$ cat config.mk
export PLATFORM = sky130hd
export DESIGN_NAME = milli_value_to_decimal_text_flat
export DESIGN_NICKNAME = d
export VERILOG_FILES = /design/src/sv/mvdt_pkg.sv /design/src/sv/mvdt_if.sv /design/src/sv/mvdt_ctrl.sv /design/src/sv/mvdt_dp.sv /design/src/sv/milli_value_to_decimal_text.sv /design/src/flat_wrapper.sv
export SDC_FILE = /design/constraint.sdc
export NUM_CORES = 1
export LEC_CHECK = 0
export BUFFER_PORTS_ARGS = -buffer_cell sky130_fd_sc_hd__buf_2
export CELL_PAD_IN_SITES_DETAIL_PLACEMENT = 0
export CELL_PAD_IN_SITES_GLOBAL_PLACEMENT = 1
export CORE_ASPECT_RATIO = 0.9
export CORE_MARGIN = 1.5
export CORE_UTILIZATION = 48
export DETAILED_ROUTE_END_ITERATION = 8
export MAX_ROUTING_LAYER = met4
export PLACE_DENSITY = 0.82
export SLEW_MARGIN = 20
export SYNTH_ARGS = -nofsm -noshare
export SYNTH_HDL_FRONTEND = slang
export SYNTH_SLANG_ARGS = --single-unit
$ cat constraint.sdc
create_clock -name clk -period 5.25 [get_ports clk]
set_input_delay 0.525 -clock clk [delete_from_list [all_inputs] [get_ports clk]]
set_output_delay 0.525 -clock clk [all_outputs]
set_load 0.01 [all_outputs]
$ cat src/sv/mvdt_pkg.sv
// Shared types and constants for the milli-value to decimal text block.
// No dependencies.
package mvdt_pkg;

  localparam int VALUE_WIDTH_DEF = 32;
  localparam int STAMP_WIDTH_DEF = 32;
  localparam int FRAC_DIGITS     = 3;

  localparam logic [7:0] CHAR_ZERO    = 8'd48;
  localparam logic [7:0] CHAR_MINUS   = 8'h2D;
  localparam logic [7:0] CHAR_POINT   = 8'h2E;
  localparam logic [7:0] CHAR_NEWLINE = 8'h0A;

  typedef enum logic [3:0] {
    ST_IDLE,
    ST_CONVERT,
    ST_SIGN,
    ST_SKIP,
    ST_INT,
    ST_POINT,
    ST_FRAC,
    ST_NEWLINE
  } mvdt_state_t;

  typedef enum logic [1:0] {
    SEL_MINUS,
    SEL_DIGIT,
    SEL_POINT,
    SEL_NEWLINE
  } char_sel_t;

  typedef struct packed {
    logic      load;
    logic      conv_step;
    logic      digit_shift;
    logic      out_load;
    char_sel_t char_sel;
  } mvdt_cmd_t;

  typedef struct packed {
    logic drop;
    logic neg;
    logic conv_done;
    logic top_zero;
    logic int_more;
    logic int_last;
    logic frac_last;
    logic out_free;
  } mvdt_status_t;

endpackage

$ cat src/sv/mvdt_if.sv
// Request and character channel interfaces.
// Depends on mvdt_pkg for default widths.
interface mvdt_in_if import mvdt_pkg::*; #(
  parameter int VALUE_WIDTH = VALUE_WIDTH_DEF,
  parameter int STAMP_WIDTH = STAMP_WIDTH_DEF
);
  logic                          valid;
  logic                          ready;
  logic signed [VALUE_WIDTH-1:0] milli_value;
  logic        [STAMP_WIDTH-1:0] stamp;

  modport source (output valid, output milli_value, output stamp, input ready);
  modport sink   (input valid, input milli_value, input stamp, output ready);
endinterface

interface mvdt_out_if;
  logic       valid;
  logic       ready;
  logic [7:0] out_char;
  logic       last_char;

  modport source (output valid, output out_char, output last_char, input ready);
  modport sink   (input valid, input out_char, input last_char, output ready);
endinterface

$ cat src/sv/mvdt_ctrl.sv
// Controller: sequences conversion and character emission.
// Depends on mvdt_pkg; talks to mvdt_dp through command and status structs.
module mvdt_ctrl import mvdt_pkg::*; (
  input  logic         clk,
  input  logic         rst,
  input  logic         in_valid,
  output logic         in_ready,
  input  mvdt_status_t status,
  output mvdt_cmd_t    cmd
);

  mvdt_state_t state, state_next;

  always_ff @(posedge clk) begin
    if (rst) begin
      state <= ST_IDLE;
    end else begin
      state <= state_next;
    end
  end

  always_comb begin
    state_next   = state;
    in_ready     = 1'b0;
    cmd.load        = 1'b0;
    cmd.conv_step   = 1'b0;
    cmd.digit_shift = 1'b0;
    cmd.out_load    = 1'b0;
    cmd.char_sel    = SEL_DIGIT;
    unique case (state)
      ST_IDLE: begin
        in_ready = 1'b1;
        if (in_valid && !status.drop) begin
          cmd.load   = 1'b1;
          state_next = ST_CONVERT;
        end
      end
      ST_CONVERT: begin
        cmd.conv_step = 1'b1;
        if (status.conv_done) begin
          state_next = status.neg ? ST_SIGN : ST_SKIP;
        end
      end
      ST_SIGN: begin
        cmd.char_sel = SEL_MINUS;
        if (status.out_free) begin
          cmd.out_load = 1'b1;
          state_next   = ST_SKIP;
        end
      end
      ST_SKIP: begin
        if (status.top_zero && status.int_more) begin
          cmd.digit_shift = 1'b1;
        end else begin
          state_next = ST_INT;
        end
      end
      ST_INT: begin
        if (status.out_free) begin
          cmd.out_load    = 1'b1;
          cmd.digit_shift = 1'b1;
          if (status.int_last) begin
            state_next = ST_POINT;
          end
        end
      end
      ST_POINT: begin
        cmd.char_sel = SEL_POINT;
        if (status.out_free) begin
          cmd.out_load = 1'b1;
          state_next   = ST_FRAC;
        end
      end
      ST_FRAC: begin
        if (status.out_free) begin
          cmd.out_load    = 1'b1;
          cmd.digit_shift = 1'b1;
          if (status.frac_last) begin
            state_next = ST_NEWLINE;
          end
        end
      end
      ST_NEWLINE: begin
        cmd.char_sel = SEL_NEWLINE;
        if (status.out_free) begin
          cmd.out_load = 1'b1;
          state_next   = ST_IDLE;
        end
      end
      default: begin
        state_next = ST_IDLE;
      end
    endcase
  end

endmodule

$ cat src/sv/mvdt_dp.sv
// Datapath: stamp filter, magnitude, shift-add-3 BCD conversion,
// digit shifter and output register. Depends on mvdt_pkg and the channel interfaces.
module mvdt_dp import mvdt_pkg::*; #(
  parameter int VALUE_WIDTH = VALUE_WIDTH_DEF,
  parameter int STAMP_WIDTH = STAMP_WIDTH_DEF
) (
  input  logic         clk,
  input  logic         rst,
  mvdt_in_if.sink      in_req,
  mvdt_out_if.source   out_rsp,
  input  mvdt_cmd_t    cmd,
  output mvdt_status_t status
);

  localparam int NDIG   = (VALUE_WIDTH * 30103) / 100000 + 1;
  localparam int BCD_W  = NDIG * 4;
  localparam int CNT_W  = $clog2(NDIG + 1);
  localparam int BIT_W  = $clog2(VALUE_WIDTH);

  logic [STAMP_WIDTH-1:0] last_stamp;
  logic                   stamp_seen;
  logic                   neg;
  logic [VALUE_WIDTH-1:0] mag;
  logic [VALUE_WIDTH-1:0] raw;
  logic [VALUE_WIDTH-1:0] mag_in;
  logic [BCD_W-1:0]       bcd;
  logic [BCD_W-1:0]       bcd_adj;
  logic [BIT_W-1:0]       bit_cnt;
  logic [CNT_W-1:0]       dig_cnt;
  logic [3:0]             top_digit;
  logic                   out_valid;
  logic [7:0]             out_char;
  logic                   last_char;
  logic [7:0]             char_next;

  assign raw       = in_req.milli_value;
  assign mag_in    = raw[VALUE_WIDTH-1] ? (~raw + VALUE_WIDTH'(1)) : raw;
  assign top_digit = bcd[BCD_W-1 -: 4];

  always_comb begin
    for (int i = 0; i < NDIG; i++) begin
      bcd_adj[i*4 +: 4] = (bcd[i*4 +: 4] >= 4'd5) ? bcd[i*4 +: 4] + 4'd3 : bcd[i*4 +: 4];
    end
  end

  always_ff @(posedge clk) begin
    if (rst) begin
      stamp_seen <= 1'b0;
    end else if (cmd.load) begin
      stamp_seen <= 1'b1;
    end
  end

  always_ff @(posedge clk) begin
    if (cmd.load) begin
      last_stamp <= in_req.stamp;
      neg        <= raw[VALUE_WIDTH-1];
      mag        <= mag_in;
      bcd        <= '0;
      bit_cnt    <= '0;
      dig_cnt    <= CNT_W'(NDIG);
    end else if (cmd.conv_step) begin
      bcd     <= {bcd_adj[BCD_W-2:0], mag[VALUE_WIDTH-1]};
      mag     <= {mag[VALUE_WIDTH-2:0], 1'b0};
      bit_cnt <= bit_cnt + BIT_W'(1);
    end else if (cmd.digit_shift) begin
      bcd     <= {bcd[BCD_W-5:0], 4'h0};
      dig_cnt <= dig_cnt - CNT_W'(1);
    end
  end

  always_comb begin
    unique case (cmd.char_sel)
      SEL_MINUS:   char_next = CHAR_MINUS;
      SEL_DIGIT:   char_next = CHAR_ZERO + {4'h0, top_digit};
      SEL_POINT:   char_next = CHAR_POINT;
      SEL_NEWLINE: char_next = CHAR_NEWLINE;
      default:     char_next = CHAR_NEWLINE;
    endcase
  end

  always_ff @(posedge clk) begin
    if (rst) begin
      out_valid <= 1'b0;
    end else if (cmd.out_load) begin
      out_valid <= 1'b1;
    end else if (out_rsp.ready) begin
      out_valid <= 1'b0;
    end
  end

  always_ff @(posedge clk) begin
    if (cmd.out_load) begin
      out_char  <= char_next;
      last_char <= (cmd.char_sel == SEL_NEWLINE);
    end
  end

  assign out_rsp.valid     = out_valid;
  assign out_rsp.out_char  = out_char;
  assign out_rsp.last_char = last_char;

  assign status.drop      = stamp_seen && (in_req.stamp == last_stamp);
  assign status.neg       = neg;
  assign status.conv_done = (bit_cnt == BIT_W'(VALUE_WIDTH - 1));
  assign status.top_zero  = (top_digit == 4'd0);
  assign status.int_more  = (dig_cnt > CNT_W'(FRAC_DIGITS + 1));
  assign status.int_last  = (dig_cnt == CNT_W'(FRAC_DIGITS + 1));
  assign status.frac_last = (dig_cnt == CNT_W'(1));
  assign status.out_free  = !out_valid || out_rsp.ready;

endmodule

$ cat src/sv/milli_value_to_decimal_text.sv
// Top level: signed thousandths to ASCII decimal text, one character per response.
// Depends on mvdt_pkg, mvdt_if, mvdt_ctrl and mvdt_dp.
//
//   channel   dir  payload                   role
//   in_req    in   milli_value, stamp        one measurement request
//   out_rsp   out  out_char, last_char       one text character
//
// Per request: accept, shift-add-3 conversion over all VALUE_WIDTH bits, suppression of
// leading zeros, then the characters in order: an optional minus sign, the integer digits,
// the point, the fraction digits and a newline.
// A request whose stamp matches the stored one is accepted and produces no output.
// Synchronous reset clears the controller, the stamp-seen flag and response valid.
// A stalled response holds the emitter; the newline may wait while the next request is taken.
module milli_value_to_decimal_text import mvdt_pkg::*; #(
  parameter int VALUE_WIDTH = VALUE_WIDTH_DEF,
  parameter int STAMP_WIDTH = STAMP_WIDTH_DEF
) (
  input  logic       clk,
  input  logic       rst,
  mvdt_in_if.sink    in_req,
  mvdt_out_if.source out_rsp
);

  mvdt_cmd_t    cmd;
  mvdt_status_t status;
  logic         in_ready;

  assign in_req.ready = in_ready;

  mvdt_ctrl u_ctrl (
    .clk      (clk),
    .rst      (rst),
    .in_valid (in_req.valid),
    .in_ready (in_ready),
    .status   (status),
    .cmd      (cmd)
  );

  mvdt_dp #(
    .VALUE_WIDTH (VALUE_WIDTH),
    .STAMP_WIDTH (STAMP_WIDTH)
  ) u_dp (
    .clk     (clk),
    .rst     (rst),
    .in_req  (in_req),
    .out_rsp (out_rsp),
    .cmd     (cmd),
    .status  (status)
  );

endmodule

$ cat src/flat_wrapper.sv
// flat-port wrapper written by rule: the top's interface ports become plain ports
module milli_value_to_decimal_text_flat import mvdt_pkg::*;
#(
  parameter int VALUE_WIDTH = VALUE_WIDTH_DEF,
  parameter int STAMP_WIDTH = STAMP_WIDTH_DEF
)
  (clk, rst, in_req_valid, in_req_milli_value, in_req_stamp, in_req_ready, out_rsp_valid, out_rsp_out_char, out_rsp_last_char, out_rsp_ready);
  mvdt_in_if #(.VALUE_WIDTH(VALUE_WIDTH), .STAMP_WIDTH(STAMP_WIDTH)) in_req_i ();
  mvdt_out_if out_rsp_i ();
  input  logic clk;
  input  logic rst;
  input wire logic [$bits(in_req_i.valid)-1:0] in_req_valid;
  input wire logic [$bits(in_req_i.milli_value)-1:0] in_req_milli_value;
  input wire logic [$bits(in_req_i.stamp)-1:0] in_req_stamp;
  output wire logic [$bits(in_req_i.ready)-1:0] in_req_ready;
  output wire logic [$bits(out_rsp_i.valid)-1:0] out_rsp_valid;
  output wire logic [$bits(out_rsp_i.out_char)-1:0] out_rsp_out_char;
  output wire logic [$bits(out_rsp_i.last_char)-1:0] out_rsp_last_char;
  input wire logic [$bits(out_rsp_i.ready)-1:0] out_rsp_ready;
  assign in_req_i.valid = in_req_valid;
  assign in_req_i.milli_value = in_req_milli_value;
  assign in_req_i.stamp = in_req_stamp;
  assign in_req_ready = in_req_i.ready;
  assign out_rsp_valid = out_rsp_i.valid;
  assign out_rsp_out_char = out_rsp_i.out_char;
  assign out_rsp_last_char = out_rsp_i.last_char;
  assign out_rsp_i.ready = out_rsp_ready;
  milli_value_to_decimal_text #(.VALUE_WIDTH(VALUE_WIDTH), .STAMP_WIDTH(STAMP_WIDTH)) u_core (.clk(clk), .rst(rst), .in_req(in_req_i), .out_rsp(out_rsp_i));
endmodule
==> impl_metrics.toml <==
[logic_synthesis]
yosys.area.top_type_share_pct = 31.83
yosys-top-cells-count = "edfxtp_1 (72), xnor2_1 (66), dfxtp_1 (54)"
syn-cell-area_mm2 = 0.006792
avgSynthCellArea_um2 = 10.32
synth-edff-count = 72
syn_inst = 658
yosys.area.top_type = "edfxtp_1"
synth.most_common_cell = "edfxtp_1"
async_flop_share_pct = 0
synth_cell_types = 57
yosysWarnings = 0
ys_seq_elements = 126
yosys-top-cells-area = "edfxtp_1 (32%), dfxtp_1 (16%), xnor2_1 (8.5%)"
synth_flop_cell = "edfxtp_1"
ys_seq_area_share_pct = 47.75

[setup_path]
cp_cell_sequence = "inv_1 -> ha_1 -> nor4b_1 -> o2111ai_1 -> nand2_1 -> nor2_1 -> buf_4 -> o21ai_0 -> a21oi_1"
end_kind = "flip-flop"
path_buf_inv = 2
arrival_ps = 3390
path_class = "flip-flop to flip-flop"
slowest_delay_ps = 780
crit_fanout = 24
cp_data_required_time_ps = 5580
critical_path.slowest_cell = "nor2_1"
crit_family = "simple AND/OR/NAND/NOR gates"
critPathLaunchType = "flip-flop"

[floorplan]
dieArea_mm2 = 0.01487
die_width_um = 128.4
placementRows = 41
initial_core_util_pct = 48.85
die_y_um = 115.8
io_pins = 79
core_mm2 = 0.01390

[clocking]
root_buffer = "clkbuf_16"
cts_buffers = 17
cts_tree = "built"
cts_sinks = 126
htree_levels = 4
clkSlewWorstSetupHoldPaths_ps = 60
postCtsSetupBuffers = 0
max-clock-path-buffers = 2
cts_hold_buf = 0
post_cts_resized = 0
insertion_delay_ps = 410

[timing]
final.min_clock_period_ps = 3054
slew_viol_final = 0
setup_violations = 0
max_freq_ghz = 0.3274
tns_ps = 0
rsz0062_at_grt = "false"
hold_viol_final = 0
slew-limit-headroom_pct = 26.85
worst_clock_skew_ps = 7.327
fin_crit_sh_pct = 58.18
worstMarginPinSlew_ps = 1097

[placed_design]
place_congestion = 0.8132
port_buffers = 76
dp_hpwl_mm = 9.194
place_area_mm2 = 0.007326

[route]
viasPerCell = 5.436
drt_pass1_iterations = 5
drc = 0
postRouteAntennaNets = 0
post_drt_wl_per_cell_um = 14.51
drtIter0Drc = 490
wl_mm = 13.53
via_count = 5066

[layout]
area_delta_synth_final_pct = 15.99
finalNetCount = 820
diodes = 0
drive_gt1_share_pct = 20.16
final_util_pct = 56.66
fin_area_mm2 = 0.007878
fill_cells = 1183

[power_and_ir_drop]
p_leak_nw = 2.766
vdd_drop_max_v = 0.0002438
power_density_mw_per_mm2 = 485.2

[global_route]
grt_max_degree = 65
grt_pass1_vias = 4852
grt_usage_pct = 20.09
antenna_found_initial = 0
grt_overflow = 0
grt_pass1_wl_mm = 22.94

[hold_path]
min_path_type = "input pin to flip-flop"

[run]
cap_violations = 0

[status]
outcome = "completed"
layer usage:
layer	global-route usage (%)	up-vias	wire length, um
met2	31.22	109	6377
met3	5.448	14	620
met1	25.68	2404	6369
li1	-	2539	-
met4	6.367	0	158
met5	-	-	0
flip-flops by register name, indices dropped and copies added (netlist names):
signal	count
u_core.u_ctrl.state	3
u_core.u_dp.bcd	40
u_core.u_dp.bit_cnt	5
u_core.u_dp.dig_cnt	4
u_core.u_dp.last_stamp	32
u_core.u_dp.mag	32
u_core.u_dp.neg	1
u_core.u_dp.out_rsp.last_char	1
u_core.u_dp.out_rsp.out_char	6
u_core.u_dp.out_rsp.valid	1
u_core.u_dp.stamp_seen	1
report_power, final:
part / internal (mW) / leakage [nW] / switching [mW]
clock network: 0.703 / 0.269 / 0.393
logic: 0.454 / 1.37 / 0.664
registers: 1.45 / 1.13 / 0.161
through the flow:
step | worst slack (ps) | std cells | hold WS [ps] | power [mW]
3_5_place_dp | 2130 | 900 | 438.9 | 2.751
6_report | 2196 | 932 | 314.8 | 3.822
5_1_grt | 1837 | 932 | 294.1 | 4.061
3_3_place_gp | 2201 | 900 | 431.6 | 2.704
4_1_cts | 2181 | 932 | 297.5 | 3.858
2_1_floorplan | 1934 | 659 | 412.4 | 2.440
placed cells by master, fill, tap and decap left out, types with 20 or more instances in the layout:
cell type / n
dfxtp_1: 54
mux2_2: 31
nor2_1: 28
buf_2: 76
o21ai_0: 42
a21oi_1: 51
nand2_1: 46
inv_1: 29
nand2b_1: 20
ha_1: 26
edfxtp_1: 72
xnor2_1: 66
cells by family after synthesis:
logic type / Yosys count / synth area share, %
AO/OA/AOI/OAI: 166 / 15.60
XOR/XNOR: 78 / 10.06
adder cells (fa/ha/maj): 26 / 4.790
buffers and inverters: 62 / 3.648
flip-flops: 126 / 47.75
multiplexers: 33 / 5.508
other: 1 / 0.05522
AND/OR/NAND/NOR: 166 / 12.58
worst reg2reg max path: cells and delay by family (launching register included):
family / cells / cell delay, ps
compound gates: 3 / 480
fa+ha+maj: 1 / 200
buf+inv: 2 / 490
flops: 1 / 360
simple gates: 3 / 1450
area by class of cell:
type	count	area [um2]	share of cell area (%)
inverters	29	108.9	1.382
clock inverters	9	93.84	1.191
well taps	193	241.5	3.065
clock buffers	23	457.9	5.813
repair buffers	81	417.9	5.305
multi-input cells	471	3314	42.07
flip-flops and latches	126	3243	41.17
final timing paths:
kind         slack (ps)                             start  depth (start not counted)                                  end
min reg2reg         450     u_core.u_dp.mag[31]$_DFFE_PP_                          2      u_core.u_dp.bcd[0]$_SDFFE_PP0P_
min                 310                   in_req_stamp[4]                          1  u_core.u_dp.last_stamp[4]$_DFFE_PP_
max reg2reg        2200  u_core.u_dp.bcd[36]$_SDFFE_PP0P_                          9     u_core.u_dp.bcd[39]$_SDFFE_PP0P_
max                2200  u_core.u_dp.bcd[36]$_SDFFE_PP0P_                          9     u_core.u_dp.bcd[39]$_SDFFE_PP0P_
No activity file was read; power rests on OpenSTA's default activity.
